--- config.mk ---
export PLATFORM = sky130hd
export DESIGN_NAME = sd_spi_host_sequencer
export DESIGN_NICKNAME = d
export VERILOG_FILES = /design/src/sv/sdsh_pkg.sv /design/src/sv/sdsh_ctrl.sv /design/src/sv/sd_spi_host_sequencer.sv
export SDC_FILE = /design/constraint.sdc
export NUM_CORES = 1
export LEC_CHECK = 0
export BUFFER_PORTS_ARGS = -buffer_cell sky130_fd_sc_hd__buf_4
export CORE_ASPECT_RATIO = 0.7
export CORE_UTILIZATION = 58
export DETAILED_ROUTE_END_ITERATION = 10
export PLACE_DENSITY = 0.83
export SLEW_MARGIN = 20
export SYNTH_ARGS = -nofsm -noshare
export SYNTH_HDL_FRONTEND = slang
export SYNTH_HIERARCHICAL = 1
export SYNTH_SLANG_ARGS = --single-unit
--- constraint.sdc ---
create_clock -name clk -period 6.08 [get_ports clk]
set_input_delay 0 -clock clk [delete_from_list [all_inputs] [get_ports clk]]
set_output_delay 0 -clock clk [all_outputs]
set_load 0.05 [all_outputs]
--- src/sv/sdsh_pkg.sv ---
package sdsh_pkg;

  // Block size of a write and width of the shared byte counter
  localparam int BLOCK_BYTES = 512;
  localparam int LEN_W       = 10;
  localparam int CNT_W       = ($clog2(BLOCK_BYTES + 1) > LEN_W) ?
                               $clog2(BLOCK_BYTES + 1) : LEN_W;

  // Request codes
  localparam logic [1:0] REQ_START = 2'd0;
  localparam logic [1:0] REQ_CARD  = 2'd1;
  localparam logic [1:0] REQ_WRITE = 2'd2;

  // Transfer kinds
  localparam logic [2:0] KIND_CMD      = 3'd0;
  localparam logic [2:0] KIND_CMD_READ = 3'd1;
  localparam logic [2:0] KIND_READ     = 3'd2;
  localparam logic [2:0] KIND_WR_FE    = 3'd3;
  localparam logic [2:0] KIND_WR_FC    = 3'd4;
  localparam logic [2:0] KIND_STOP     = 3'd5;

  // Bus bytes
  localparam logic [7:0] IDLE_BYTE   = 8'hFF;
  localparam logic [7:0] CMD_START   = 8'h40;
  localparam logic [7:0] TOKEN_START = 8'hFE;
  localparam logic [7:0] TOKEN_MULTI = 8'hFC;
  localparam logic [7:0] TOKEN_STOP  = 8'hFD;
  localparam logic [5:0] CMD_STOP_INDEX = 6'd12;

  typedef enum logic [3:0] {
    PH_IDLE, PH_CMD_DESEL, PH_CMD_READY, PH_CMD_SEND, PH_CMD_POLL,
    PH_RD_TOKEN, PH_RD_DATA, PH_RD_CRC1, PH_RD_CRC2,
    PH_WR_BUSY, PH_WR_TOKEN, PH_WR_NEED, PH_WR_SENT, PH_WR_TAIL,
    PH_ST_BUSY, PH_ST_TOKEN
  } phase_t;

  typedef struct packed {
    logic [1:0]       req_type;
    logic [5:0]       cmd_index;
    logic [31:0]      cmd_arg;
    logic [7:0]       cmd_crc;
    logic [2:0]       transfer_kind;
    logic [LEN_W-1:0] read_length;
    logic [7:0]       card_byte;
    logic [7:0]       write_byte;
  } item_t;

  typedef struct packed {
    logic [7:0] tx_byte;
    logic       tx_valid;
    logic       chip_select;
    logic [7:0] r1_response;
    logic       r1_valid;
    logic [7:0] rx_data;
    logic       rx_valid;
    logic       rx_last;
    logic       write_byte_request;
    logic       done_res;
  } result_t;

endpackage

--- src/sv/sdsh_ctrl.sv ---
module sdsh_ctrl (
  input  logic             clk,
  input  logic             rst_n,
  input  logic             fire,
  input  sdsh_pkg::item_t  item,
  output sdsh_pkg::result_t result
);

  sdsh_pkg::phase_t              phase_r, phase_nxt;
  logic [sdsh_pkg::CNT_W-1:0]    byte_count_r, byte_count_nxt;
  logic [sdsh_pkg::CNT_W-1:0]    count_inc;
  logic [5:0]                    saved_index_r, saved_index_nxt;
  logic [31:0]                   saved_arg_r, saved_arg_nxt;
  logic [7:0]                    saved_crc_r, saved_crc_nxt;
  logic [2:0]                    saved_kind_r, saved_kind_nxt;
  logic [sdsh_pkg::LEN_W-1:0]    saved_len_r, saved_len_nxt;
  logic                          select_r, select_nxt;
  logic [sdsh_pkg::CNT_W-1:0]    frame_len;
  logic [7:0]                    frame_byte;
  sdsh_pkg::result_t             res;

  // Hold sequencer state; advance only when a word is processed
  always_ff @(posedge clk) begin
    if (!rst_n) begin
      phase_r       <= sdsh_pkg::PH_IDLE;
      byte_count_r  <= '0;
      saved_index_r <= '0;
      saved_arg_r   <= '0;
      saved_crc_r   <= '0;
      saved_kind_r  <= '0;
      saved_len_r   <= '0;
      select_r      <= 1'b0;
    end else if (fire) begin
      phase_r       <= phase_nxt;
      byte_count_r  <= byte_count_nxt;
      saved_index_r <= saved_index_nxt;
      saved_arg_r   <= saved_arg_nxt;
      saved_crc_r   <= saved_crc_nxt;
      saved_kind_r  <= saved_kind_nxt;
      saved_len_r   <= saved_len_nxt;
      select_r      <= select_nxt;
    end
  end

  assign count_inc = byte_count_r + 1'b1;
  assign frame_len = (saved_index_r == sdsh_pkg::CMD_STOP_INDEX) ?
                     sdsh_pkg::CNT_W'(7) : sdsh_pkg::CNT_W'(6);

  // Pick the command frame byte at the current position
  always_comb begin
    case (byte_count_r[2:0])
      3'd1:    frame_byte = saved_arg_r[31:24];
      3'd2:    frame_byte = saved_arg_r[23:16];
      3'd3:    frame_byte = saved_arg_r[15:8];
      3'd4:    frame_byte = saved_arg_r[7:0];
      3'd5:    frame_byte = saved_crc_r;
      default: frame_byte = sdsh_pkg::IDLE_BYTE;
    endcase
  end

  // Next state and result for one request word
  always_comb begin
    phase_nxt       = phase_r;
    byte_count_nxt  = byte_count_r;
    saved_index_nxt = saved_index_r;
    saved_arg_nxt   = saved_arg_r;
    saved_crc_nxt   = saved_crc_r;
    saved_kind_nxt  = saved_kind_r;
    saved_len_nxt   = saved_len_r;
    select_nxt      = select_r;
    res             = '0;

    case (item.req_type)
      sdsh_pkg::REQ_START: begin
        if (phase_r == sdsh_pkg::PH_IDLE && item.transfer_kind <= sdsh_pkg::KIND_STOP) begin
          saved_index_nxt = item.cmd_index;
          saved_arg_nxt   = item.cmd_arg;
          saved_crc_nxt   = item.cmd_crc;
          saved_kind_nxt  = item.transfer_kind;
          saved_len_nxt   = item.read_length;
          byte_count_nxt  = '0;
          res.tx_byte     = sdsh_pkg::IDLE_BYTE;
          res.tx_valid    = 1'b1;
          if (item.transfer_kind <= sdsh_pkg::KIND_CMD_READ) begin
            select_nxt = 1'b0;
            phase_nxt  = sdsh_pkg::PH_CMD_DESEL;
          end else if (item.transfer_kind == sdsh_pkg::KIND_READ) begin
            phase_nxt = sdsh_pkg::PH_RD_TOKEN;
          end else if (item.transfer_kind <= sdsh_pkg::KIND_WR_FC) begin
            phase_nxt = sdsh_pkg::PH_WR_BUSY;
          end else begin
            phase_nxt = sdsh_pkg::PH_ST_BUSY;
          end
        end
      end

      sdsh_pkg::REQ_CARD: begin
        case (phase_r)
          sdsh_pkg::PH_CMD_DESEL: begin
            select_nxt   = 1'b1;
            res.tx_byte  = sdsh_pkg::IDLE_BYTE;
            res.tx_valid = 1'b1;
            phase_nxt    = sdsh_pkg::PH_CMD_READY;
          end
          sdsh_pkg::PH_CMD_READY: begin
            res.tx_valid = 1'b1;
            if (item.card_byte == sdsh_pkg::IDLE_BYTE) begin
              res.tx_byte    = sdsh_pkg::CMD_START | {2'b00, saved_index_r};
              byte_count_nxt = sdsh_pkg::CNT_W'(1);
              phase_nxt      = sdsh_pkg::PH_CMD_SEND;
            end else begin
              res.tx_byte = sdsh_pkg::IDLE_BYTE;
            end
          end
          sdsh_pkg::PH_CMD_SEND: begin
            res.tx_valid = 1'b1;
            if (byte_count_r < frame_len) begin
              res.tx_byte    = frame_byte;
              byte_count_nxt = count_inc;
            end else begin
              res.tx_byte = sdsh_pkg::IDLE_BYTE;
              phase_nxt   = sdsh_pkg::PH_CMD_POLL;
            end
          end
          sdsh_pkg::PH_CMD_POLL: begin
            if (!item.card_byte[7]) begin
              res.r1_response = item.card_byte;
              res.r1_valid    = 1'b1;
              if (saved_kind_r == sdsh_pkg::KIND_CMD_READ) begin
                res.tx_byte  = sdsh_pkg::IDLE_BYTE;
                res.tx_valid = 1'b1;
                phase_nxt    = sdsh_pkg::PH_RD_TOKEN;
              end else begin
                res.done_res = 1'b1;
                phase_nxt    = sdsh_pkg::PH_IDLE;
              end
            end else begin
              res.tx_byte  = sdsh_pkg::IDLE_BYTE;
              res.tx_valid = 1'b1;
            end
          end
          sdsh_pkg::PH_RD_TOKEN: begin
            res.tx_byte  = sdsh_pkg::IDLE_BYTE;
            res.tx_valid = 1'b1;
            if (item.card_byte == sdsh_pkg::TOKEN_START) begin
              byte_count_nxt = '0;
              phase_nxt = (saved_len_r == '0) ? sdsh_pkg::PH_RD_CRC1 : sdsh_pkg::PH_RD_DATA;
            end
          end
          sdsh_pkg::PH_RD_DATA: begin
            res.rx_data    = item.card_byte;
            res.rx_valid   = 1'b1;
            res.tx_byte    = sdsh_pkg::IDLE_BYTE;
            res.tx_valid   = 1'b1;
            byte_count_nxt = count_inc;
            if (count_inc >= sdsh_pkg::CNT_W'(saved_len_r)) begin
              res.rx_last = 1'b1;
              phase_nxt   = sdsh_pkg::PH_RD_CRC1;
            end
          end
          sdsh_pkg::PH_RD_CRC1: begin
            res.tx_byte  = sdsh_pkg::IDLE_BYTE;
            res.tx_valid = 1'b1;
            phase_nxt    = sdsh_pkg::PH_RD_CRC2;
          end
          sdsh_pkg::PH_RD_CRC2: begin
            res.done_res = 1'b1;
            phase_nxt    = sdsh_pkg::PH_IDLE;
          end
          sdsh_pkg::PH_WR_BUSY: begin
            res.tx_valid = 1'b1;
            if (item.card_byte == sdsh_pkg::IDLE_BYTE) begin
              res.tx_byte = (saved_kind_r == sdsh_pkg::KIND_WR_FE) ?
                            sdsh_pkg::TOKEN_START : sdsh_pkg::TOKEN_MULTI;
              phase_nxt   = sdsh_pkg::PH_WR_TOKEN;
            end else begin
              res.tx_byte = sdsh_pkg::IDLE_BYTE;
            end
          end
          sdsh_pkg::PH_WR_TOKEN: begin
            byte_count_nxt         = '0;
            res.write_byte_request = 1'b1;
            phase_nxt              = sdsh_pkg::PH_WR_NEED;
          end
          sdsh_pkg::PH_WR_SENT: begin
            if (byte_count_r >= sdsh_pkg::CNT_W'(sdsh_pkg::BLOCK_BYTES)) begin
              res.tx_byte    = sdsh_pkg::IDLE_BYTE;
              res.tx_valid   = 1'b1;
              byte_count_nxt = sdsh_pkg::CNT_W'(1);
              phase_nxt      = sdsh_pkg::PH_WR_TAIL;
            end else begin
              res.write_byte_request = 1'b1;
              phase_nxt              = sdsh_pkg::PH_WR_NEED;
            end
          end
          sdsh_pkg::PH_WR_TAIL: begin
            if (byte_count_r < sdsh_pkg::CNT_W'(3)) begin
              res.tx_byte    = sdsh_pkg::IDLE_BYTE;
              res.tx_valid   = 1'b1;
              byte_count_nxt = count_inc;
            end else begin
              res.done_res = 1'b1;
              phase_nxt    = sdsh_pkg::PH_IDLE;
            end
          end
          sdsh_pkg::PH_ST_BUSY: begin
            res.tx_valid = 1'b1;
            if (item.card_byte == sdsh_pkg::IDLE_BYTE) begin
              res.tx_byte = sdsh_pkg::TOKEN_STOP;
              phase_nxt   = sdsh_pkg::PH_ST_TOKEN;
            end else begin
              res.tx_byte = sdsh_pkg::IDLE_BYTE;
            end
          end
          sdsh_pkg::PH_ST_TOKEN: begin
            res.done_res = 1'b1;
            phase_nxt    = sdsh_pkg::PH_IDLE;
          end
          default: begin
          end
        endcase
      end

      sdsh_pkg::REQ_WRITE: begin
        if (phase_r == sdsh_pkg::PH_WR_NEED) begin
          res.tx_byte    = item.write_byte;
          res.tx_valid   = 1'b1;
          byte_count_nxt = count_inc;
          phase_nxt      = sdsh_pkg::PH_WR_SENT;
        end
      end

      default: begin
      end
    endcase

    res.chip_select = select_nxt;
  end

  assign result = res;

  // A completed transfer leaves the sequencer idle
  a_done_idle: assert property (@(posedge clk) disable iff (!rst_n)
    fire && res.done_res |=> phase_r == sdsh_pkg::PH_IDLE)
    else $error("done without returning to idle");

  // A host byte request parks the sequencer waiting for that byte
  a_req_wait: assert property (@(posedge clk) disable iff (!rst_n)
    fire && res.write_byte_request |=> phase_r == sdsh_pkg::PH_WR_NEED)
    else $error("write request without waiting for host byte");

  // R1 is reported only with bit 7 clear
  a_r1_bit7: assert property (@(posedge clk) disable iff (!rst_n)
    fire && res.r1_valid |-> !res.r1_response[7])
    else $error("R1 reported with busy bit set");

  // The last flag marks a data byte
  a_rx_last: assert property (@(posedge clk) disable iff (!rst_n)
    fire && res.rx_last |-> res.rx_valid)
    else $error("rx_last without data byte");

  // State moves only on a processed word
  a_hold: assert property (@(posedge clk) disable iff (!rst_n)
    !fire |=> $stable(phase_r) && $stable(byte_count_r) && $stable(select_r))
    else $error("sequencer state changed without a word");

endmodule

--- src/sv/sd_spi_host_sequencer.sv ---
// Channel | Direction | Handshake           | Payload
// in_     | input     | in_valid / in_stall   | request word: type, command, kind, bytes
// out_    | output    | out_valid / out_stall | exchange byte, select, R1, read data, flags
//
// Every request word yields exactly one result word; one word per cycle sustained while out_stall is low.
// The path is an input register, then the sequencer step, whose
// phase and counter update land together with the output register.
// Reset (rst_n low, synchronous) idles the sequencer, deselects the card and
// empties both registers. out_stall holds the result and backs up into in_stall
// only once the input register is also full.
module sd_spi_host_sequencer (
  input  logic                       clk,
  input  logic                       rst_n,
  input  logic                       in_valid,
  output logic                       in_stall,
  input  logic [1:0]                 in_req_type,
  input  logic [5:0]                 in_cmd_index,
  input  logic [31:0]                in_cmd_arg,
  input  logic [7:0]                 in_cmd_crc,
  input  logic [2:0]                 in_transfer_kind,
  input  logic [sdsh_pkg::LEN_W-1:0] in_read_length,
  input  logic [7:0]                 in_card_byte,
  input  logic [7:0]                 in_write_byte,
  output logic                       out_valid,
  input  logic                       out_stall,
  output logic [7:0]                 out_tx_byte,
  output logic                       out_tx_valid,
  output logic                       out_chip_select,
  output logic [7:0]                 out_r1_response,
  output logic                       out_r1_valid,
  output logic [7:0]                 out_rx_data,
  output logic                       out_rx_valid,
  output logic                       out_rx_last,
  output logic                       out_write_byte_request,
  output logic                       out_done_res
);

  logic              in_valid_r;
  sdsh_pkg::item_t   in_item_r;
  logic              out_valid_r;
  sdsh_pkg::result_t out_res_r;
  sdsh_pkg::result_t step_res;
  logic              out_free;
  logic              fire;

  assign out_free = !out_valid_r || !out_stall;
  assign fire     = in_valid_r && out_free;
  assign in_stall = in_valid_r && !out_free;

  // Input register: take a word whenever the held one moves on
  always_ff @(posedge clk) begin
    if (!rst_n) begin
      in_valid_r <= 1'b0;
    end else if (!in_stall) begin
      in_valid_r <= in_valid;
    end
  end

  always_ff @(posedge clk) begin
    if (in_valid && !in_stall) begin
      in_item_r.req_type      <= in_req_type;
      in_item_r.cmd_index     <= in_cmd_index;
      in_item_r.cmd_arg       <= in_cmd_arg;
      in_item_r.cmd_crc       <= in_cmd_crc;
      in_item_r.transfer_kind <= in_transfer_kind;
      in_item_r.read_length   <= in_read_length;
      in_item_r.card_byte     <= in_card_byte;
      in_item_r.write_byte    <= in_write_byte;
    end
  end

  sdsh_ctrl u_ctrl (
    .clk    (clk),
    .rst_n  (rst_n),
    .fire   (fire),
    .item   (in_item_r),
    .result (step_res)
  );

  // Output register: load on a step, hold while stalled
  always_ff @(posedge clk) begin
    if (!rst_n) begin
      out_valid_r <= 1'b0;
    end else if (out_free) begin
      out_valid_r <= in_valid_r;
    end
  end

  always_ff @(posedge clk) begin
    if (fire) begin
      out_res_r <= step_res;
    end
  end

  assign out_valid              = out_valid_r;
  assign out_tx_byte            = out_res_r.tx_byte;
  assign out_tx_valid           = out_res_r.tx_valid;
  assign out_chip_select        = out_res_r.chip_select;
  assign out_r1_response        = out_res_r.r1_response;
  assign out_r1_valid           = out_res_r.r1_valid;
  assign out_rx_data            = out_res_r.rx_data;
  assign out_rx_valid           = out_res_r.rx_valid;
  assign out_rx_last            = out_res_r.rx_last;
  assign out_write_byte_request = out_res_r.write_byte_request;
  assign out_done_res           = out_res_r.done_res;

endmodule
# Word level (Yosys, flattened, before mapping)
# Index checks and enable logic that the tools add are counted.
dict set report classes {
  n_addsub 1
  order_cmp 7
  eq_ne 43
  muxes 55
  n_bitwise 2
  reduce_logical 21
}
# operator count
set op_table {}
lappend op_table {{$pmux W9 S8} 1}
lappend op_table {{$mux W10} 7}
lappend op_table {{$pmux W10 S7} 1}
lappend op_table {{$mux W9} 6}
lappend op_table {{$pmux W4 S13} 1}
lappend op_table {{$mux W4} 12}
lappend op_table {{$pmux W8 S5} 1}
lappend op_table {{$eq A4 B4 Y1 const B} 8}
lappend op_table {{$pmux W10 S3} 1}
lappend op_table {{$pmux W9 S3} 1}
lappend op_table {{$mux W8} 3}
lappend op_table {{$ne A3 B2 Y1 const B} 8}
lappend op_table {{$eq A4 B3 Y1 const B} 4}
lappend op_table {{$eq A8 B8 Y1 const B} 2}
lappend op_table {{$ne A14 B13 Y1 const B} 1}
lappend op_table {{$reduce_and A13 Y1} 1}
lappend op_table {{$eq A3 B2 Y1 const B} 4}
lappend op_table {{$pmux W4 S3} 1}
lappend op_table {{$mux W1} 11}
lappend op_table {{$add A10 B1 Y10 const B} 1}
lappend op_table {{$ge A10 B10 Y1} 1}
lappend op_table {{$ge A10 B10 Y1 const B} 1}
lappend op_table {{$logic_not A10 Y1} 1}
lappend op_table {{$lt A10 B10 Y1} 1}
lappend op_table {{30 further kinds} 50}
dict set report totals {
  regBits 184
  output_inout_bits 33
  word_cells 158
}

# Depth between registers and ports, before layout
dict set report logic_depth {
  depth_word 6
  mapped_depth 12
  depth_no_buf 12
}

# By module
# The synthesis kept the hierarchy.
# mod instances cells_each area_per_inst_um2 seq_area_each_um2
set modules_own_cells {}
lappend modules_own_cells {sdsh_ctrl 1 668 5002.3 1481.4}
lappend modules_own_cells {sd_spi_host_sequencer 1 116 3326.9 3283.1}

# Least setup slack after synthesis
# OpenSTA, ideal clock, no wires.
dict set report synth_timing {
  path_type {register to register}
  start {register out_valid_r, in the netlist out_valid}
  end {register in_item_r[0] (netlist bit), enable pin}
  setup_ns 0.521
  t_arrival_ns 4.216
  required_time_ns 5.559
  setup_slack_ns 1.343
  stages_incl_launch_ff 3
  n_path_buf 0
  cell_sequence {dfxtp_1 and3_4 nor2b_1}
}
dict set report synth_between {
  elab_chain_cells 6
}
# item line_no
set synth_lines {}
lappend synth_lines {{from (decl)} sd_spi_host_sequencer.sv:40} ;# logic out_valid_r;
lappend synth_lines {{from (signal assigned)} sd_spi_host_sequencer.sv:85} ;# out_valid_r <= in_valid_r;
lappend synth_lines {{$logic_not A1 Y1} sd_spi_host_sequencer.sv:46} ;# assign out_free = !out_valid_r || !out_stall;
lappend synth_lines {{$logic_or A1 B1 Y1} sd_spi_host_sequencer.sv:46}
lappend synth_lines {{$logic_not A1 Y1} sd_spi_host_sequencer.sv:48} ;# assign in_stall = in_valid_r && !out_free;
lappend synth_lines {{$logic_and A1 B1 Y1} sd_spi_host_sequencer.sv:48}
lappend synth_lines {{named net in_stall} sd_spi_host_sequencer.sv:15} ;# output logic in_stall,
lappend synth_lines {{$logic_not A1 Y1} sd_spi_host_sequencer.sv:60} ;# if (in_valid && !in_stall) begin
lappend synth_lines {{$logic_and A1 B1 Y1} sd_spi_host_sequencer.sv:60}
lappend synth_lines {{to (decl)} sd_spi_host_sequencer.sv:39} ;# sdsh_pkg::item_t in_item_r;
# The timed path passes the listed nets, and every way through them passes these cells.
# A chain may end at the register's enable or synchronous reset.

# Worst setup path in the final report
dict set report layout_timing {
  start {register u_ctrl/byte_count_r[2] (netlist bit)}
  end {register u_ctrl.phase_r[2]}
}
dict set report layout_between {
  elab_chain_cells 4
}
# item line_no
set layout_lines {}
lappend layout_lines {{from (decl)} sdsh_ctrl.sv:10} ;# logic [sdsh_pkg::CNT_W-1:0] byte_count_r, byte_count_nxt;
lappend layout_lines {{from (signal assigned)} sdsh_ctrl.sv:35} ;# byte_count_r <= byte_count_nxt;
lappend layout_lines {{$add A10 B1 Y10 / $ge A10 B10 Y1 (equally long branches)} {sdsh_ctrl.sv:45, sdsh_ctrl.sv:186}}
lappend layout_lines {{$ge A10 B10 Y1 / $mux W3 (equally long branches)} {sdsh_ctrl.sv:156, sdsh_ctrl.sv:186}}
lappend layout_lines {{$ne A3 B2 Y1 (no source line) / $pmux W4 S13 (equally long branches)} --}
lappend layout_lines {{$reduce_and A13 Y1 (no source line) / $pmux W4 S3 (equally long branches)} --}
lappend layout_lines {{to (signal assigned)} sdsh_ctrl.sv:25} ;# phase_r <= sdsh_pkg::PH_IDLE;
lappend layout_lines {{to (signal assigned)} sdsh_ctrl.sv:34} ;# phase_r <= phase_nxt;
lappend layout_lines {{to (decl)} sdsh_ctrl.sv:9} ;# sdsh_pkg::phase_t phase_r, phase_nxt;
# Several ways; a longest one is shown, not always the timed one.

==> run metrics <==
cells on worst reg2reg path=12; Post-Synth Simple-Gate Area=approximately 17%; mapped cell area=~8300 um^2; crit-path max cell delay=650 ps; drt drc=0; Post-Syn Instances=784; Chip Width=roughly 150 um; Post-synth EDFFs=between 100 and 150; num rows=36; vias post-DR=approximately 6900; Hold Path Depth=2; setup violators final=0; Distinct cells, synth=between 70 and 80; status=completed; CP endpoint kind=register; number of CTS-inserted buffers=17; Min-Delay Path Class=in2reg; main combinational cell family by area after synthesis=simple AND/OR/NAND/NOR gates; Synth Area in Adders=approximately 3%; Bufs on Longest Clock Path=2; RSZ-0062 raised after global routing=no; Worst Path Arrival=around 3800 ps; Slew Limit Headroom=between 30% and 40%; post-synthesis compound-gate area fraction=between 10% and 20%; area of the multi-input gates=roughly 3300 um^2; most common cell after layout, fill and taps aside=nand2_1; max-slew violation count=0; GPL Wtd Cong=between 0.9 and 1; PD cells=259 nW/um^2; Worst EP required=between 6000 and 7000 ps; global-route wire length before repair=around 34 mm; P&R area growth vs syn=27.7%; WS Path Type=reg2reg; Period Utilization, post-route=about 57%; yosys warns=6; TNS Setup=0 ps; reg-to-reg setup timing slack=approximately 2600 ps; Net Count, Synth=a little under 900; Reg clk slew, reported paths=about 70 ps; delay-heaviest family, CP=simple AND/OR/NAND/NOR gates; Syn Area/Cell=about 11 um^2; Max Freq=0.290 GHz; Finished Core Util=76.2%; Critical-path top delay cell=dfxtp_1; VDD IR max=0.000292 V; IO Count=114; min Tclk post-route=3450 ps; CTS tree=done; Clock Sink Count=approximately 180; Post-CTS Setup Bufs=0; Port Buf Inserts=~110; Synth Area in XOR/XNOR=0.631%; DRT antenna net count=0; CP startpoint kind=register; Reg area=roughly 4800 um^2; Post-synth top flop=edfxtp_1; Clock Skew=12.6 ps; WHS=174 ps; area of the core=around 14000 um^2; Die Span Y=102 um; share of cells above drive strength 1=between 10% and 20%; gr usage total=a little under a third; Fin. Hold Viols=0; CTS resizes=0; clock latency on the worst-skew pair=440 ps; fin nets=1054; worst slew pin tran=roughly 1000 ps; Via density=5.94; initial antenna violation count=1; total grt overflow=0; routed len/inst=roughly 19 um; DP HPWL=14.0 mm; DR iter-0 viols=~790; # fillers=between 800 and 900; vias in the first global route=between 6000 and 7000; CP Cell Sequence=ha_1 > and4_1 > and3_1 > and3_1 > xnor2_1 > ha_1 > and4_1 > a221oi_1 > o21ai_0 > a31oi_1 > a221oi_4 > mux2i_1; post-synthesis mux area share=roughly 1.8%; pin count of the biggest net entering global routing=89; die area=between 10000 and 15000 um^2; critical path depth=12; ys async rst share=0%; Max Cap Viol=0; FF+latch count, synth=approximately 180; Crit Path Max Fanout=16; WP buf/inv=0; H-tree depth=4; highest-count cells in the layout ignoring fill and taps=nand2_1, buf_4, edfxtp_1, dlygate4sd3_1, dfxtp_1; sequential fraction of the synthesis area=57.2%; drt total wl=between 20 and 25 mm; Leak=4.03 nW; DR pass1 iterations=6; starting density of the core=about three fifths; CTS root buffer=clkbuf_16
==> state kept, by name, summed over array words and instances (netlist names), 3 cells and up <==
signal / cells
out_r1_response: 8
out_rx_data: 8
in_item_r: 77
u_ctrl/saved_arg_r: 32
u_ctrl/saved_kind_r: 3
u_ctrl/phase_r: 4
u_ctrl/byte_count_r: 10
u_ctrl/saved_len_r: 10
out_tx_byte: 8
u_ctrl/saved_index_r: 6
u_ctrl/saved_crc_r: 8
==> worst paths after layout <==
check                                      startpoint                                  to
hold reg to reg    u_ctrl/saved_len_r[2]$_SDFFE_PN0P_  u_ctrl/saved_len_r[2]$_SDFFE_PN0P_
setup reg to reg  u_ctrl/byte_count_r[2]$_SDFFE_PN0P_      u_ctrl/phase_r[2]$_SDFFE_PN0P_
setup / recovery  u_ctrl/byte_count_r[2]$_SDFFE_PN0P_      u_ctrl/phase_r[2]$_SDFFE_PN0P_
hold / removal                                  rst_n  u_ctrl/saved_arg_r[4]$_SDFFE_PN0P_
==> cell families after synthesis <==
logic type,after synthesis
AO/OA/AOI/OAI,190
XOR/XNOR,6
adder cells (fa/ha/maj),20
buffers and inverters,71
flip-flops,184
multiplexers,15
other,1
AND/OR/NAND/NOR,297
==> power breakdown <==
group	switching [mW]	internal, mW	leakage, nW
registers	0.0286	1.37	1.65
logic	0.143	0.120	2.08
clock network	0.536	0.549	0.290
==> synthesized netlist by cell type (3+ instances only) <==
| library cell | count | area [um^2] |
|---|---|---|
| nand2_1 | 160 | 601 |
| edfxtp_1 | 108 | 3240 |
| dfxtp_1 | 76 | 1520 |
| a21boi_0 | 57 | 428 |
| a21oi_1 | 32 | 160 |
| clkbuf_1 | 30 | 113 |
| nor2_1 | 26 | 97.6 |
| inv_1 | 23 | 86.3 |
| ha_1 | 20 | 250 |
| o21ai_0 | 20 | 100 |
| nand3_1 | 18 | 90.1 |
| and2_1 | 16 | 100 |
| nor3_1 | 14 | 70.1 |
| mux2i_1 | 12 | 120 |
| buf_2 | 11 | 55.1 |
| a211oi_1 | 9 | 67.6 |
| and3_1 | 9 | 56.3 |
| nor2b_1 | 9 | 56.3 |
| a22o_1 | 8 | 70.1 |
| nand2b_1 | 8 | 50.1 |
| a31oi_1 | 7 | 43.8 |
| a221oi_1 | 6 | 52.6 |
| a22oi_1 | 5 | 37.5 |
| nand4b_1 | 5 | 43.8 |
| a222oi_1 | 4 | 40.0 |
| buf_4 | 4 | 30.0 |
| nand4_1 | 4 | 25.0 |
| o22ai_1 | 4 | 25.0 |
| o31ai_1 | 4 | 30.0 |
| or3_1 | 4 | 25.0 |
| xor2_1 | 4 | 35.0 |
| a21boi_1 | 3 | 22.5 |
| and4_1 | 3 | 26.3 |
| mux2_2 | 3 | 33.8 |
| nor4_1 | 3 | 18.8 |
| o21a_1 | 3 | 22.5 |
| or2_2 | 3 | 18.8 |
==> what timing repair did <==
| item | CTS | global route |
|---|---|---|
| hold buffers | 79 | 0 |
| endpoints found under the setup margin | 0 | 0 |
| endpoints found under the hold margin | 79 | 0 |
==> per-layer routing <==
metal / wire [um] / global-route usage [%] / share of wire [%] / vias up
li1: - / - / - / 3174
met1: 9570 / 40.0 / 44 / 3328
met2: 10200 / 48.3 / 47 / 338
met3: 1620 / 7.14 / 7.4 / 36
met4: 453 / 11.4 / 2.1 / 0
met5: 0 / 0 / 0 / -
==> final cells by class <==
class | instances | share of cell area [%]
timing repair buffer | 198 | 15.8
clock buffer | 17 | 4.00
tap | 190 | 2.24
clock inverter | 15 | 1.51
antenna | 1 | 0.0235
inverter | 23 | 0.812
sequential | 184 | 44.8
multi-input combinational | 529 | 30.8
==> through the flow <==
stage	instance area (um^2)	cells	setup slack (ps)	power (mW)
finish	10600	1157	2630	2.75
global route	10600	1157	2330	2.83
floorplan	8330	784	1340	1.56
CTS	10600	1156	2670	2.74
global placement	9260	1045	2840	1.63
detailed placement	9260	1045	2710	1.64
Power figures use the tool's default switching activity.
